**src/rtl/gnca_pkg.sv**
```systemverilog
// Shared types, register indexes and constants of the grid neighbor cell addresser.
package gnca_pkg;

  localparam int unsigned MAX_CELLS_PER_AXIS = 256;
  localparam int unsigned FRACTION_BITS      = 16;

  localparam int unsigned NUM_AXES   = 3;
  localparam int unsigned POS_W      = 32;
  localparam int unsigned IDX_W      = 24;
  localparam int unsigned GRID_W     = 9;
  localparam int unsigned HALF_W     = 31;
  localparam int unsigned RECIP_W    = 32;
  localparam int unsigned CFG_IDX_W  = 4;
  localparam int unsigned CFG_DATA_W = 32;

  localparam logic [GRID_W-1:0]  GRID_RESET  = 9'd16;
  localparam logic [HALF_W-1:0]  HALF_RESET  = 31'd524288;
  localparam logic [RECIP_W-1:0] RECIP_RESET = 32'd65536;

  typedef enum logic [CFG_IDX_W-1:0] {
    REG_GRID_CELLS_X    = 4'd0,
    REG_GRID_CELLS_Y    = 4'd1,
    REG_GRID_CELLS_Z    = 4'd2,
    REG_HALF_EXTENT_X   = 4'd3,
    REG_HALF_EXTENT_Y   = 4'd4,
    REG_HALF_EXTENT_Z   = 4'd5,
    REG_RECIP_VOXEL     = 4'd6,
    REG_RECIP_SIM_SCALE = 4'd7
  } cfg_reg_e;

  typedef struct packed {
    logic [NUM_AXES-1:0][GRID_W-1:0] cells;
    logic [NUM_AXES-1:0][HALF_W-1:0] half;
    logic [RECIP_W-1:0]              recip_voxel;
    logic [RECIP_W-1:0]              recip_sim;
  } cfg_t;

  // One walk request: per axis the first and last neighbor offset slot (0..2 for -1..+1),
  // a flag for no cell in bounds, and the linear index of the first cell to emit.
  typedef struct packed {
    logic [NUM_AXES-1:0][1:0] lo;
    logic [NUM_AXES-1:0][1:0] hi;
    logic                     empty;
    logic [IDX_W-1:0]         start;
  } walk_req_t;

endpackage

```
**src/rtl/gnca_cfg_regs.sv**
```systemverilog
// Configuration register file with clamped grid sizes and the registered y-z plane size.
module gnca_cfg_regs #(
  parameter int unsigned MAX_CELLS_PER_AXIS = gnca_pkg::MAX_CELLS_PER_AXIS,
  localparam int unsigned NW = $clog2(MAX_CELLS_PER_AXIS + 1),
  localparam int unsigned NNW = 2 * NW
) (
  input  logic                                        clk_i,
  input  logic                                        rst_ni,
  input  logic                                        wr_valid_i,
  input  logic [gnca_pkg::CFG_IDX_W-1:0]              wr_index_i,
  input  logic [gnca_pkg::CFG_DATA_W-1:0]             wr_data_i,
  output gnca_pkg::cfg_t                              cfg_o,
  output logic [gnca_pkg::NUM_AXES-1:0][NW-1:0]       cells_eff_o,
  output logic [NNW-1:0]                              nynz_o
);

  gnca_pkg::cfg_t cfg_q;
  logic [NNW-1:0] nynz_q;

  always_ff @(posedge clk_i or negedge rst_ni) begin
    if (!rst_ni) begin
      cfg_q.cells       <= {gnca_pkg::NUM_AXES{gnca_pkg::GRID_RESET}};
      cfg_q.half        <= {gnca_pkg::NUM_AXES{gnca_pkg::HALF_RESET}};
      cfg_q.recip_voxel <= gnca_pkg::RECIP_RESET;
      cfg_q.recip_sim   <= gnca_pkg::RECIP_RESET;
    end else if (wr_valid_i) begin
      case (gnca_pkg::cfg_reg_e'(wr_index_i))
        gnca_pkg::REG_GRID_CELLS_X:    cfg_q.cells[0] <= wr_data_i[gnca_pkg::GRID_W-1:0];
        gnca_pkg::REG_GRID_CELLS_Y:    cfg_q.cells[1] <= wr_data_i[gnca_pkg::GRID_W-1:0];
        gnca_pkg::REG_GRID_CELLS_Z:    cfg_q.cells[2] <= wr_data_i[gnca_pkg::GRID_W-1:0];
        gnca_pkg::REG_HALF_EXTENT_X:   cfg_q.half[0]  <= wr_data_i[gnca_pkg::HALF_W-1:0];
        gnca_pkg::REG_HALF_EXTENT_Y:   cfg_q.half[1]  <= wr_data_i[gnca_pkg::HALF_W-1:0];
        gnca_pkg::REG_HALF_EXTENT_Z:   cfg_q.half[2]  <= wr_data_i[gnca_pkg::HALF_W-1:0];
        gnca_pkg::REG_RECIP_VOXEL:     cfg_q.recip_voxel <= wr_data_i[gnca_pkg::RECIP_W-1:0];
        gnca_pkg::REG_RECIP_SIM_SCALE: cfg_q.recip_sim   <= wr_data_i[gnca_pkg::RECIP_W-1:0];
        default: ;
      endcase
    end
  end

  // Sizes beyond the supported maximum are treated as the maximum.
  always_comb begin
    for (int a = 0; a < gnca_pkg::NUM_AXES; a++) begin
      if (32'(cfg_q.cells[a]) > 32'(MAX_CELLS_PER_AXIS)) begin
        cells_eff_o[a] = NW'(MAX_CELLS_PER_AXIS);
      end else begin
        cells_eff_o[a] = NW'(cfg_q.cells[a]);
      end
    end
  end

  // Registered plane size; the user must write only while idle, unchecked here.
  always_ff @(posedge clk_i) begin
    nynz_q <= NNW'(cells_eff_o[1]) * NNW'(cells_eff_o[2]);
  end

  assign cfg_o  = cfg_q;
  assign nynz_o = nynz_q;

endmodule

```
**config.mk**
```make
export PLATFORM = sky130hd
export DESIGN_NAME = gnca_cfg_regs
export DESIGN_NICKNAME = d
export VERILOG_FILES = /design/src/rtl/gnca_pkg.sv /design/src/rtl/gnca_cfg_regs.sv
export SDC_FILE = /design/constraint.sdc
export NUM_CORES = 1
export LEC_CHECK = 0
export ABC_CLOCK_PERIOD_IN_PS = 4800
export BUFFER_PORTS_ARGS = -buffer_cell sky130_fd_sc_hd__buf_4
export CAP_MARGIN = 25
export CORE_MARGIN = 3
export CORE_UTILIZATION = 48
export DETAILED_ROUTE_END_ITERATION = 10
export PLACE_DENSITY = 0.77
export SYNTH_ARGS = -nofsm -noshare
export SYNTH_HDL_FRONTEND = slang
export SYNTH_SLANG_ARGS = --single-unit
```
**constraint.sdc**
```tcl
create_clock -name clk_i -period 4.8 [get_ports clk_i]
set_input_delay 1.2 -clock clk_i [delete_from_list [all_inputs] [get_ports clk_i]]
set_output_delay 1.2 -clock clk_i [all_outputs]
set_load 0.01 [all_outputs]
```
==> results.yml <==
synth:
  synth_edf_count: 0
  synth.ff_latch_count: 202
  synthCells: 754
  synth_top_cell_area_share_pct: 44.17
  synth_top_area_cell: "dfrtp_1"
  synth_area_leaders: "dfrtp_1 (44%), mux2_2 (20%), fa_1 (10%)"
  synth_ff_type: "dfrtp_1"
  synth_nets: 881
  ys_types: 42
  ys_warn_count: 0
  synthArstFlopShare_pct: 91.09
  postSynthAreaPerCell_um2: 13.23
  syn_area_um2: 9972
  seq_area_frac_synth_pct: 49.89
detailed_routing:
  wl_per_cell_um: 19.67
  antenna_left: 0
  dr_total_vias: 6826
  drt_pass1_iterations: 4
  drt_iter0_markers: 318
  route.detailed.drc: 0
  vias_per_cell: 5.113
  routed_wirelength_mm: 26.25
power:
  powerDensity_nw_per_um2: 515.4
  p_clk_share_pct: 27.4
  p_leak_nw: 6.665
  ir_drop_v: 0.0003108
  p_switching_mw: 2.246
  sw_frac_of_total_pct: 32.70
  comb_power_share_pct: 37.7
  power_frac_seq_pct: 34.9
  internal-power_mw: 4.622
  report.power.total_mw: 6.868
floorplan:
  die_area_um2: 22540
  rows: 52
  die_w_um: 150.1
  initial_core_util_pct: 49.12
  core_um2: 20300
  io_pins: 268
  die-height_um: 150.1
clock_network:
  htree_levels: 1
  cts_tree: "yes"
  cts_hold_buf: 0
  cts_buffer_depth: 3
  clk_pin_slew_worst_paths_ns: 0.06
  cts_sinks: 202
  clockRootBuffer: "clkbuf_16"
  cts_buffers: 23
  clk_latency_ns: 0.51
sta:
  hold_viol_final: 0
  setup_viol: 0
  slew_viol_final: 0
  slew_headroom_pct: 35.29
  rsz0062_at_grt: "no"
  min_period_over_period_pct: 95.28
  finalSetupTns_ns: 0
  whs_ns: 0.4915
  fmax_mhz: 218.7
  worst_slew_pin_slew_ns: 0.9707
  finalCriticalPeriod_ns: 4.573
  final.setup_skew_ns: 0.01370
cells_and_area:
  diodes: 0
  multi_input_area_um2: 4629
  layout.nets: 1175
  regArea_um2: 4977
  final_area_um2: 13330
  final_util_pct: 65.64
  drive_gt1_share_pct: 51.27
  area_delta_synth_final_pct: 33.63
  fill_cells: 1602
critical_path:
  required_ns: 5.25
  slowest_delay_ns: 0.53
  startpoint: "cfg_o[174]"
  critPathMaxFanout: 12
  critPathLaunchType: "register"
  end_kind: "register"
  r2r_start: "cfg_o[174]"
  crit_path_frequent_cell: "fa_1"
  slowest_stage: "fa_1"
  crit_type: "register to register"
  arrival_ns: 5.02
  cp_cell_sequence: "nand2b_2 -> inv_2 -> nand2_1 -> fa_1 -> fa_1 -> inv_1 -> fa_1 -> inv_1 -> fa_1 -> inv_1 -> ha_1 -> a21oi_4 -> a32oi_2 -> or4b_1 -> nand3_1"
placed_design:
  dpl.hpwl_mm: 19.44
  port_buffers: 267
  gp_congestion: 0.8910
  placed_cell_area_um2: 12450
global_routing:
  grt_pass1_wl_mm: 41.03
  first_global_vias: 7319
  grt_usage_pct: 23.22
  antenna_found_initial: 0
  grt_max_degree: 108
  grt-ovfl-total: 0
worst_hold_path:
  worstHoldStart: "cfg_o[152]"
  hold_class: "register to register"
run_status:
  status: "completed"
run:
  cap_violations: 0
[flip-flops by register name, summed over array words and instances, names as in the netlist]
name and flops:
cfg_o 184, nynz_o 18
[cell families after synthesis]
family                   share of synthesized area [%]
AO/OA/AOI/OAI                                    1.757
XOR/XNOR                                         1.054
adder cells (fa/ha/maj)                          14.81
buffers and inverters                            4.253
flip-flops                                       49.89
multiplexers                                     20.78
AND/OR/NAND/NOR                                  7.466
[path summary, 6_finish.rpt]
kind	end	slack, ns	cells after the start
worst min register to register	cfg_o[152]	0.49	1
worst min-delay path	cfg_o[152]	0.49	1
max in group asynchronous	cfg_o[174]	3.03	2
worst max register to register	nynz_o[14]	0.23	15
min in group asynchronous	cfg_o[45]	0.69	1
worst max-delay path	nynz_o[14]	0.23	15
[stage by stage]
step	worst slack (ns)	cells
finish	0.2268	1335
CTS	0.02387	1333
global placement	0.1639	1290
global route	0.001315	1335
floorplan	0.1382	754
detailed placement	0.03097	1291
[per-layer routing]
layer  up-vias  track usage, %  wire length (µm)
met4         0           5.352               603
met3        38           7.225              2239
met5         -               0                 0
li1       3089               -                 -
met2       234           38.68             12870
met1      3465           29.97             10540
[layout by cell type, fill, tap and decap left out, types with 3 or more instances in the layout]
master     synthesis  routed
buf_4              6     293
mux2_2           178     178
dfrtp_1          176     174
inv_1             76      74
nor2_1            51      50
fa_1              50      50
ha_1              38      38
nand2_1           30      30
clkbuf_16          0      23
dfxtp_1           18      18
and2_1            13      13
nand2b_1          17      10
nor2b_1            9       9
xnor2_1            9       9
dfstp_2            8       8
nand2b_2           0       7
a21oi_1            6       6
mux2_1             6       6
o21ai_0            6       5
clkbuf_1          13       5
clkbuf_8           0       4
bufinv_16          0       4
nor3_1             3       3
xor2_1             3       3
buf_12             0       3
[Yosys cell counts, types with 2 or more instances]
library cell,count
nand4b_1,2
dfstp_2,8
nor3b_2,3
buf_4,6
nand3b_2,2
inv_1,76
mux2_1,6
dfxtp_1,18
nand2b_1,17
clkbuf_1,13
o21ai_0,6
nor3_1,3
a21oi_1,6
nand2_1,30
o21a_1,2
xnor2_1,9
mux2_2,178
o41ai_2,2
dfrtp_1,176
and3_1,2
fa_1,50
xor2_1,3
nand3_1,2
and2_1,13
ha_1,38
nor2_1,51
nor2b_1,9
buf_2,9
[what timing repair did]
item / 4_1_cts / 5_1_grt
endpoints found under the setup margin: 0 / 6
buffers inserted: 0 / 2
hold endpoints to repair: 0 / 0
resized for setup: 0 / 13
[power by group through the flow]
stage	combinational [mW]	sequential, mW	clock (mW)
after floorplan	1.16	2.57	0
after global placement	2.54	2.40	0
after detailed placement	2.58	2.41	0
after CTS	2.60	2.40	1.93
after global routing	2.84	2.45	2.00
final	2.59	2.40	1.88
[critical path, delay by kind of cell (launching register included)]
kind            cells  cell delay (ns)
fa+ha+maj           5             2.43
simple gates        4             0.93
flops               1             0.47
compound gates      2             0.41
buf+inv             4             0.26
[layout make-up]
type	count	share of cell area, %
Clock inverter	10	1.315
Sequential cell	202	37.35
Clock buffer	32	4.873
Inverter	76	2.141
Tap cell	270	2.535
Multi-Input combinational cell	448	34.74
Timing Repair Buffer	297	17.04
Power figures use the tool's default switching activity.
