==> config.mk <==
export PLATFORM = sky130hd
export DESIGN_NAME = gnca_nbr_walker
export DESIGN_NICKNAME = d
export VERILOG_FILES = /design/src/rtl/gnca_pkg.sv /design/src/rtl/gnca_nbr_walker.sv
export SDC_FILE = /design/constraint.sdc
export NUM_CORES = 1
export LEC_CHECK = 0
export BUFFER_PORTS_ARGS = -buffer_cell sky130_fd_sc_hd__buf_2
export CAP_MARGIN = 20
export CELL_PAD_IN_SITES_DETAIL_PLACEMENT = 1
export CELL_PAD_IN_SITES_GLOBAL_PLACEMENT = 2
export CORE_UTILIZATION = 25
export DETAILED_ROUTE_END_ITERATION = 10
export PLACE_DENSITY = 0.56
export SYNTH_ARGS = -nofsm -noshare
export SYNTH_HDL_FRONTEND = slang
export SYNTH_SLANG_ARGS = --single-unit
==> constraint.sdc <==
create_clock -name clk_i -period 4.5 [get_ports clk_i]
set_clock_uncertainty 0.1 [all_clocks]
set_input_delay 0.9 -clock clk_i [delete_from_list [all_inputs] [get_ports clk_i]]
set_output_delay 0.9 -clock clk_i [all_outputs]
set_load 0.01 [all_outputs]
==> src/rtl/gnca_pkg.sv <==
// Shared types, register indexes and constants of the grid neighbor cell addresser.
package gnca_pkg;

  localparam int unsigned MAX_CELLS_PER_AXIS = 256;
  localparam int unsigned FRACTION_BITS      = 16;

  localparam int unsigned NUM_AXES   = 3;
  localparam int unsigned POS_W      = 32;
  localparam int unsigned IDX_W      = 24;
  localparam int unsigned GRID_W     = 9;
  localparam int unsigned HALF_W     = 31;
  localparam int unsigned RECIP_W    = 32;
  localparam int unsigned CFG_IDX_W  = 4;
  localparam int unsigned CFG_DATA_W = 32;

  localparam logic [GRID_W-1:0]  GRID_RESET  = 9'd16;
  localparam logic [HALF_W-1:0]  HALF_RESET  = 31'd524288;
  localparam logic [RECIP_W-1:0] RECIP_RESET = 32'd65536;

  typedef enum logic [CFG_IDX_W-1:0] {
    REG_GRID_CELLS_X    = 4'd0,
    REG_GRID_CELLS_Y    = 4'd1,
    REG_GRID_CELLS_Z    = 4'd2,
    REG_HALF_EXTENT_X   = 4'd3,
    REG_HALF_EXTENT_Y   = 4'd4,
    REG_HALF_EXTENT_Z   = 4'd5,
    REG_RECIP_VOXEL     = 4'd6,
    REG_RECIP_SIM_SCALE = 4'd7
  } cfg_reg_e;

  typedef struct packed {
    logic [NUM_AXES-1:0][GRID_W-1:0] cells;
    logic [NUM_AXES-1:0][HALF_W-1:0] half;
    logic [RECIP_W-1:0]              recip_voxel;
    logic [RECIP_W-1:0]              recip_sim;
  } cfg_t;

  // One walk request: per axis the first and last neighbor offset slot (0..2 for -1..+1),
  // a flag for no cell in bounds, and the linear index of the first cell to emit.
  typedef struct packed {
    logic [NUM_AXES-1:0][1:0] lo;
    logic [NUM_AXES-1:0][1:0] hi;
    logic                     empty;
    logic [IDX_W-1:0]         start;
  } walk_req_t;

endpackage

==> src/rtl/gnca_nbr_walker.sv <==
// Neighbor walker: steps through the in-bounds cells of one request into a result register.
module gnca_nbr_walker #(
  parameter int unsigned MAX_CELLS_PER_AXIS = gnca_pkg::MAX_CELLS_PER_AXIS,
  localparam int unsigned NW  = $clog2(MAX_CELLS_PER_AXIS + 1),
  localparam int unsigned NNW = 2 * NW
) (
  input  logic                          clk_i,
  input  logic                          rst_ni,
  input  logic                          req_valid_i,
  output logic                          req_ready_o,
  input  gnca_pkg::walk_req_t           req_i,
  input  logic [NW-1:0]                 nz_i,
  input  logic [NNW-1:0]                nynz_i,
  output logic                          out_valid_o,
  input  logic                          out_ready_i,
  output logic [gnca_pkg::IDX_W-1:0]    out_index_o,
  output logic                          out_in_bounds_o,
  output logic                          out_last_o
);

  localparam int unsigned IW = gnca_pkg::IDX_W;

  logic                busy_q;
  logic                ovalid_q;
  gnca_pkg::walk_req_t req_q;
  logic [1:0]          i_q, j_q, k_q;
  logic [IW-1:0]       rowx_q, rowy_q, cur_q;
  logic [IW-1:0]       oindex_q;
  logic                oinb_q, olast_q;

  logic          last;
  logic          out_adv;
  logic          emit;
  logic          load;
  logic [IW-1:0] nz_ext;
  logic [IW-1:0] nynz_ext;

  assign nz_ext   = IW'(nz_i);
  assign nynz_ext = IW'(nynz_i);

  assign last    = req_q.empty ||
                   (i_q == req_q.hi[0] && j_q == req_q.hi[1] && k_q == req_q.hi[2]);
  assign out_adv = !ovalid_q || out_ready_i;
  assign emit    = busy_q && out_adv;
  // The next request loads in the cycle the current one issues its last result.
  assign req_ready_o = !busy_q || (emit && last);
  assign load        = req_valid_i && req_ready_o;

  always_ff @(posedge clk_i or negedge rst_ni) begin
    if (!rst_ni) begin
      busy_q   <= 1'b0;
      ovalid_q <= 1'b0;
    end else begin
      if (load)              busy_q <= 1'b1;
      else if (emit && last) busy_q <= 1'b0;
      if (out_adv) ovalid_q <= busy_q;
    end
  end

  always_ff @(posedge clk_i) begin
    if (load) begin
      req_q  <= req_i;
      i_q    <= req_i.lo[0];
      j_q    <= req_i.lo[1];
      k_q    <= req_i.lo[2];
      rowx_q <= req_i.start;
      rowy_q <= req_i.start;
      cur_q  <= req_i.start;
    end else if (emit && !last) begin
      if (k_q != req_q.hi[2]) begin
        k_q   <= k_q + 2'd1;
        cur_q <= cur_q + IW'(1);
      end else if (j_q != req_q.hi[1]) begin
        j_q    <= j_q + 2'd1;
        k_q    <= req_q.lo[2];
        rowy_q <= rowy_q + nz_ext;
        cur_q  <= rowy_q + nz_ext;
      end else begin
        i_q    <= i_q + 2'd1;
        j_q    <= req_q.lo[1];
        k_q    <= req_q.lo[2];
        rowx_q <= rowx_q + nynz_ext;
        rowy_q <= rowx_q + nynz_ext;
        cur_q  <= rowx_q + nynz_ext;
      end
    end
    if (emit) begin
      oindex_q <= req_q.empty ? '0 : cur_q;
      oinb_q   <= !req_q.empty;
      olast_q  <= last;
    end
  end

  assign out_valid_o     = ovalid_q;
  assign out_index_o     = oindex_q;
  assign out_in_bounds_o = oinb_q;
  assign out_last_o      = olast_q;

  a_invalid_is_last: assert property (@(posedge clk_i) disable iff (!rst_ni)
    ovalid_q && !oinb_q |-> olast_q)
    else $error("out-of-bounds result not marked last");

  a_load_sets_busy: assert property (@(posedge clk_i) disable iff (!rst_ni)
    load |=> busy_q)
    else $error("accepted request did not start a walk");

  a_slots_in_range: assert property (@(posedge clk_i) disable iff (!rst_ni)
    busy_q && !req_q.empty |->
      (i_q >= req_q.lo[0] && i_q <= req_q.hi[0] &&
       j_q >= req_q.lo[1] && j_q <= req_q.hi[1] &&
       k_q >= req_q.lo[2] && k_q <= req_q.hi[2]))
    else $error("walk position left its neighbor range");

  a_index_tracks_z: assert property (@(posedge clk_i) disable iff (!rst_ni)
    busy_q && !req_q.empty |-> (cur_q - rowy_q) == IW'(k_q - req_q.lo[2]))
    else $error("cell index out of step with z position");

endmodule
==> impl_summary.txt <==
----------------------------------------------------
[Detailed routing]
  Drt total wl ... approximately 25000 um
  First-pass DRT Iterations ... 4
  Via density ... 5.07
  Detailed-route DRC error count ... 0
  Via count ... ~6300
  Starting DRC count in detailed routing ... ~410
  Routed length per instance ... between 20 and 25 um
  Remaining antenna violation count after routing ... 0

[Die]
  Initial core utilization ... 0.255
  Number of I/O pins ... 96
  Die outline width ... approximately 180 um
  Area of the core ... between 20000 and 30000 um^2
  Row count ... 63
  Die Ht ... between 150 and 200 um
  Floorplan die area ... about 31000 um^2

[Setup path]
  Chain of cells forming the critical path ... buf_2 -> ha_1 -> inv_1 -> fa_1 -> and2b_1 -> o2111ai_2 -> a21oi_2 -> a21o_1 -> nor4_1 -> a2111o_1 -> o221ai_1
  Delay of the slowest cell on the worst path ... around 0.43 ns
  Worst endpoint data arrival time ... ~3.5 ns
  Startpoint type of the worst setup path ... input pin
  Type of the setup path with the least slack ... input pin to register
  Crit Path Max Fanout ... 11
  Category of cells accounting for the largest share of critical-path delay ... compound AO/OA/AOI/OAI gates
  Critical path buffer and inverter count ... 2
  CP endpoint kind ... register
  Slowest library cell on the worst path ... sky130_fd_sc_hd__a2111o_1
  Critical path data required time ... 4.65 ns

[Finish]
  # diodes ... 0
  Share of layout cells above drive strength 1 ... 0.192
  Fillers ... between 3000 and 4000
  Multi-input gate area ... ~3800 um^2
  Nets ... 940
  Sequential standard cell area ... between 3000 and 4000 um^2
  Post-route cell area ... 9020 um^2
  Area growth syn-to-layout ... 19.1%

[Logic synthesis]
  Synth Area in Adders ... 0.0515
  Syn Inst Count ... 750
  Most used DFF post-synth ... sky130_fd_sc_hd__edfxtp_1
  Compound-Gate Fraction of Synth Area ... 0.195
  Number of synthesized flops with an enable pin ... between 100 and 150
  Fraction of registers with async set or reset after synthesis ... 0.0171
  Post-Synthesis Mean Instance Area ... 10.1 um^2
  Warnings from Yosys ... 0
  Post-synthesis share of cell area spent on and, or, nand and nor gates ... 0.163
  Post-synthesis cell area ... ~7600 um^2
  Net count after synthesis ... around 850
  Combinational family with the most area after synthesis ... compound AO/OA/AOI/OAI gates
  Post-synth cell types ... 65
  Mux cell area share after synthesis ... 0.0140
  Share of the synthesized netlist area taken by xor and xnor gates ... 0.0774
  Proportion of synthesized chip area in sequential cells ... 0.462
  Number of flip-flops and latches in the synthesized netlist ... ~120

[Placement]
  Half-perimeter wire length of the detailed placement result ... 18800 um
  Placed inst area ... ~8400 um^2
  Count of port buffers added during placement ... 95
  DP Worst Slack ... approximately 0.71 ns
  Routability congestion estimate from global placement ... approximately 0.84

[GRT]
  Vias in the first global route ... about 7000
  Total routing resource utilization after global routing ... 0.170
  Pin count of the biggest net entering global routing ... 32
  Global-route congestion overflow total ... 0
  First-pass GRT wire length ... between 30000 and 40000 um
  Antenna violations before repair ... 0

[CTS]
  Num CTS Buffers ... 17
  Worst skew pair latency ... 0.43 ns
  TritonCTS clock tree ... done
  Clock edge transition at the registers on the reported setup and hold paths ... around 0.060 ns
  Clock sinks ... 117
  H-tree levels ... 4
  Buffers inserted by post-CTS timing repair ... 0
  Clock root cell ... sky130_fd_sc_hd__clkbuf_16
  Count of hold buffers inserted by post-cts repair ... 0
  Buffer levels on the longest clock path ... 2
  Number of cells upsized or downsized after cts ... 0

[Timing]
  Transition time at the pin with the least slew margin ... 0.909 ns
  Setup Viol. Count Final ... 0
  Fmax ... approximately 300 MHz
  Final count of pins violating max slew ... 0
  Setup TNS Final ... 0 ns
  Tmin final ... roughly 3.4 ns
  Minimum setup slack in the final design ... 1.15 ns
  Relative slew margins ... 0.394
  Hold violation count in the final report ... 0
  Final period utilization ... 0.745
  Setup repair after global routing missed its margin ... false

[Status]
  Outcome ... finished clean

[Pwr]
  Max IR drop VDD ... around 0.00018 V
  LEAKAGE ... 3.35 nW
  P per Cell Area ... ~490 nW/um^2

[Job]
  Max-Cap Viols ... 0

[Min path]
  Hold/Removal Path Class ... input pin to asynchronous set/reset pin

----------------------------------------------------
-- Yosys cell counts, types with 5 or more instances --
master                      instances  area, um^2
sky130_fd_sc_hd__a211oi_1           9        67.6
sky130_fd_sc_hd__a21o_1             9        67.6
sky130_fd_sc_hd__a21oi_1           34         170
sky130_fd_sc_hd__a31oi_1            7        43.8
sky130_fd_sc_hd__and2_1             9        56.3
sky130_fd_sc_hd__and3_1            13        81.3
sky130_fd_sc_hd__and4_1             5        43.8
sky130_fd_sc_hd__buf_2              9        45.0
sky130_fd_sc_hd__buf_6              7        78.8
sky130_fd_sc_hd__clkbuf_1          17        63.8
sky130_fd_sc_hd__edfxtp_1         115        3450
sky130_fd_sc_hd__ha_1              28         350
sky130_fd_sc_hd__inv_1             13        48.8
sky130_fd_sc_hd__mux2_2             5        56.3
sky130_fd_sc_hd__mux2i_1            5        50.1
sky130_fd_sc_hd__nand2_1           79         297
sky130_fd_sc_hd__nand2b_1           6        37.5
sky130_fd_sc_hd__nand3_1           20         100
sky130_fd_sc_hd__nand4_1           14        87.6
sky130_fd_sc_hd__nor2_1            43         161
sky130_fd_sc_hd__nor2b_1           28         175
sky130_fd_sc_hd__nor3_1            14        70.1
sky130_fd_sc_hd__nor4_1             5        31.3
sky130_fd_sc_hd__o2111ai_1          9        78.8
sky130_fd_sc_hd__o211ai_1          13        97.6
sky130_fd_sc_hd__o21a_1             7        52.6
sky130_fd_sc_hd__o21ai_0           79         395
sky130_fd_sc_hd__o221ai_1           8        70.1
sky130_fd_sc_hd__xnor2_1           30         263
sky130_fd_sc_hd__xor2_1            37         324
-- sequential cells by signal, indices dropped and copies added (netlist names) --
signal           count
i_q                  2
cur_q               24
out_in_bounds_o      1
req_q               11
out_valid_o          1
out_last_o           1
out_index_o         24
k_q                  2
busy_q               1
rowx_q              24
j_q                  2
rowy_q              24
-- cell type report --
cell class	count	share of cell area
clock inverter	14	0.0171
clock buffer	17	0.0472
sequential	117	0.388
tap	390	0.0541
multi-input combinational	582	0.422
timing repair buffer	110	0.0652
inverter	14	0.00583
-- path summary, 6_finish.rpt --
check	from	end	slack, ns	depth (start not counted)
min in group clk_i	busy_q$_DFFE_PN0P_	out_valid_o$_DFFE_PN0N_	0.40	1
max reg2reg	rowx_q[0]$_DFFE_PP_	cur_q[22]$_DFFE_PP_	1.35	10
min reg2reg	busy_q$_DFFE_PN0P_	out_valid_o$_DFFE_PN0N_	0.40	1
max	nynz_i[0]	cur_q[22]$_DFFE_PP_	1.15	11
max in group asynchronous	rst_ni	busy_q$_DFFE_PN0P_	4.05	1
min	rst_ni	out_valid_o$_DFFE_PN0N_	0.15	1
-- routing by layer --
metal | up-vias | routed length (um) | share of wire | GRT usage
li1 | 3017 | - | - | -
met1 | 3129 | 11000 | 0.44 | 0.205
met2 | 133 | 12700 | 0.51 | 0.306
met3 | 27 | 974 | 0.039 | 0.0256
met4 | 0 | 424 | 0.017 | 0.0543
met5 | - | 0 | 0 | 0
-- report_power, final --
part	switching, W	total (W)	internal, W
combinational	0.000864	0.00140	0.000531
sequential	0.000144	0.00162	0.00148
clock	0.000552	0.00137	0.000817
total	0.00156	0.00439	0.00283
-- kinds of logic (layout without fill, tap and decap cells) --
family,after synthesis,after routing
DFF,117,117
xor gates and xnor gates,67,67
adders and majority gates,30,30
muxes,10,10
and+or+nand+nor,250,250
AOI/OAI and AO/OA,225,225
buffers and inverters,51,155
-- worst register-to-register path, cell delays in order, from the launching register on --
cell                        delay, ns
sky130_fd_sc_hd__edfxtp_1        0.35
sky130_fd_sc_hd__ha_1            0.22
sky130_fd_sc_hd__inv_1           0.08
sky130_fd_sc_hd__fa_1            0.40
sky130_fd_sc_hd__and2b_1         0.25
sky130_fd_sc_hd__o2111ai_2       0.17
sky130_fd_sc_hd__a21oi_2         0.28
sky130_fd_sc_hd__a21o_1          0.40
sky130_fd_sc_hd__nor4_1          0.10
sky130_fd_sc_hd__a2111o_1        0.43
sky130_fd_sc_hd__o221ai_1        0.20
-- cells in the final DEF, fill, tap and decap left out, types with 6 or more instances in the layout --
cell,n
sky130_fd_sc_hd__nor2b_1,28
sky130_fd_sc_hd__o2111ai_1,9
sky130_fd_sc_hd__o221ai_1,8
sky130_fd_sc_hd__xnor2_1,30
sky130_fd_sc_hd__o21ai_0,77
sky130_fd_sc_hd__ha_1,28
sky130_fd_sc_hd__nand4_1,14
sky130_fd_sc_hd__o21a_1,7
sky130_fd_sc_hd__a21o_1,9
sky130_fd_sc_hd__clkbuf_16,17
sky130_fd_sc_hd__o211ai_1,13
sky130_fd_sc_hd__buf_4,15
sky130_fd_sc_hd__buf_2,95
sky130_fd_sc_hd__a211oi_1,9
sky130_fd_sc_hd__xor2_1,37
sky130_fd_sc_hd__nand2b_1,6
sky130_fd_sc_hd__nor3_1,14
sky130_fd_sc_hd__nor2_1,42
sky130_fd_sc_hd__and3_1,13
sky130_fd_sc_hd__nand3_1,20
sky130_fd_sc_hd__a21oi_1,34
sky130_fd_sc_hd__and2_1,9
sky130_fd_sc_hd__a31oi_1,7
sky130_fd_sc_hd__nand2_1,79
sky130_fd_sc_hd__inv_1,13
sky130_fd_sc_hd__edfxtp_1,115
-- through the flow --
stage / power (W) / util / instances / hold slack [ns]
2_1_floorplan: 0.00259 / - / 750 / 0.358
3_3_place_gp: 0.00303 / 0.284 / 1213 / 0.391
3_5_place_dp: 0.00306 / 0.284 / 1213 / 0.396
4_1_cts: 0.00445 / 0.304 / 1244 / 0.134
5_1_grt: 0.00465 / 0.304 / 1244 / 0.138
6_report: 0.00439 / 0.304 / 1244 / 0.151
No activity file was read; power rests on OpenSTA's default activity.
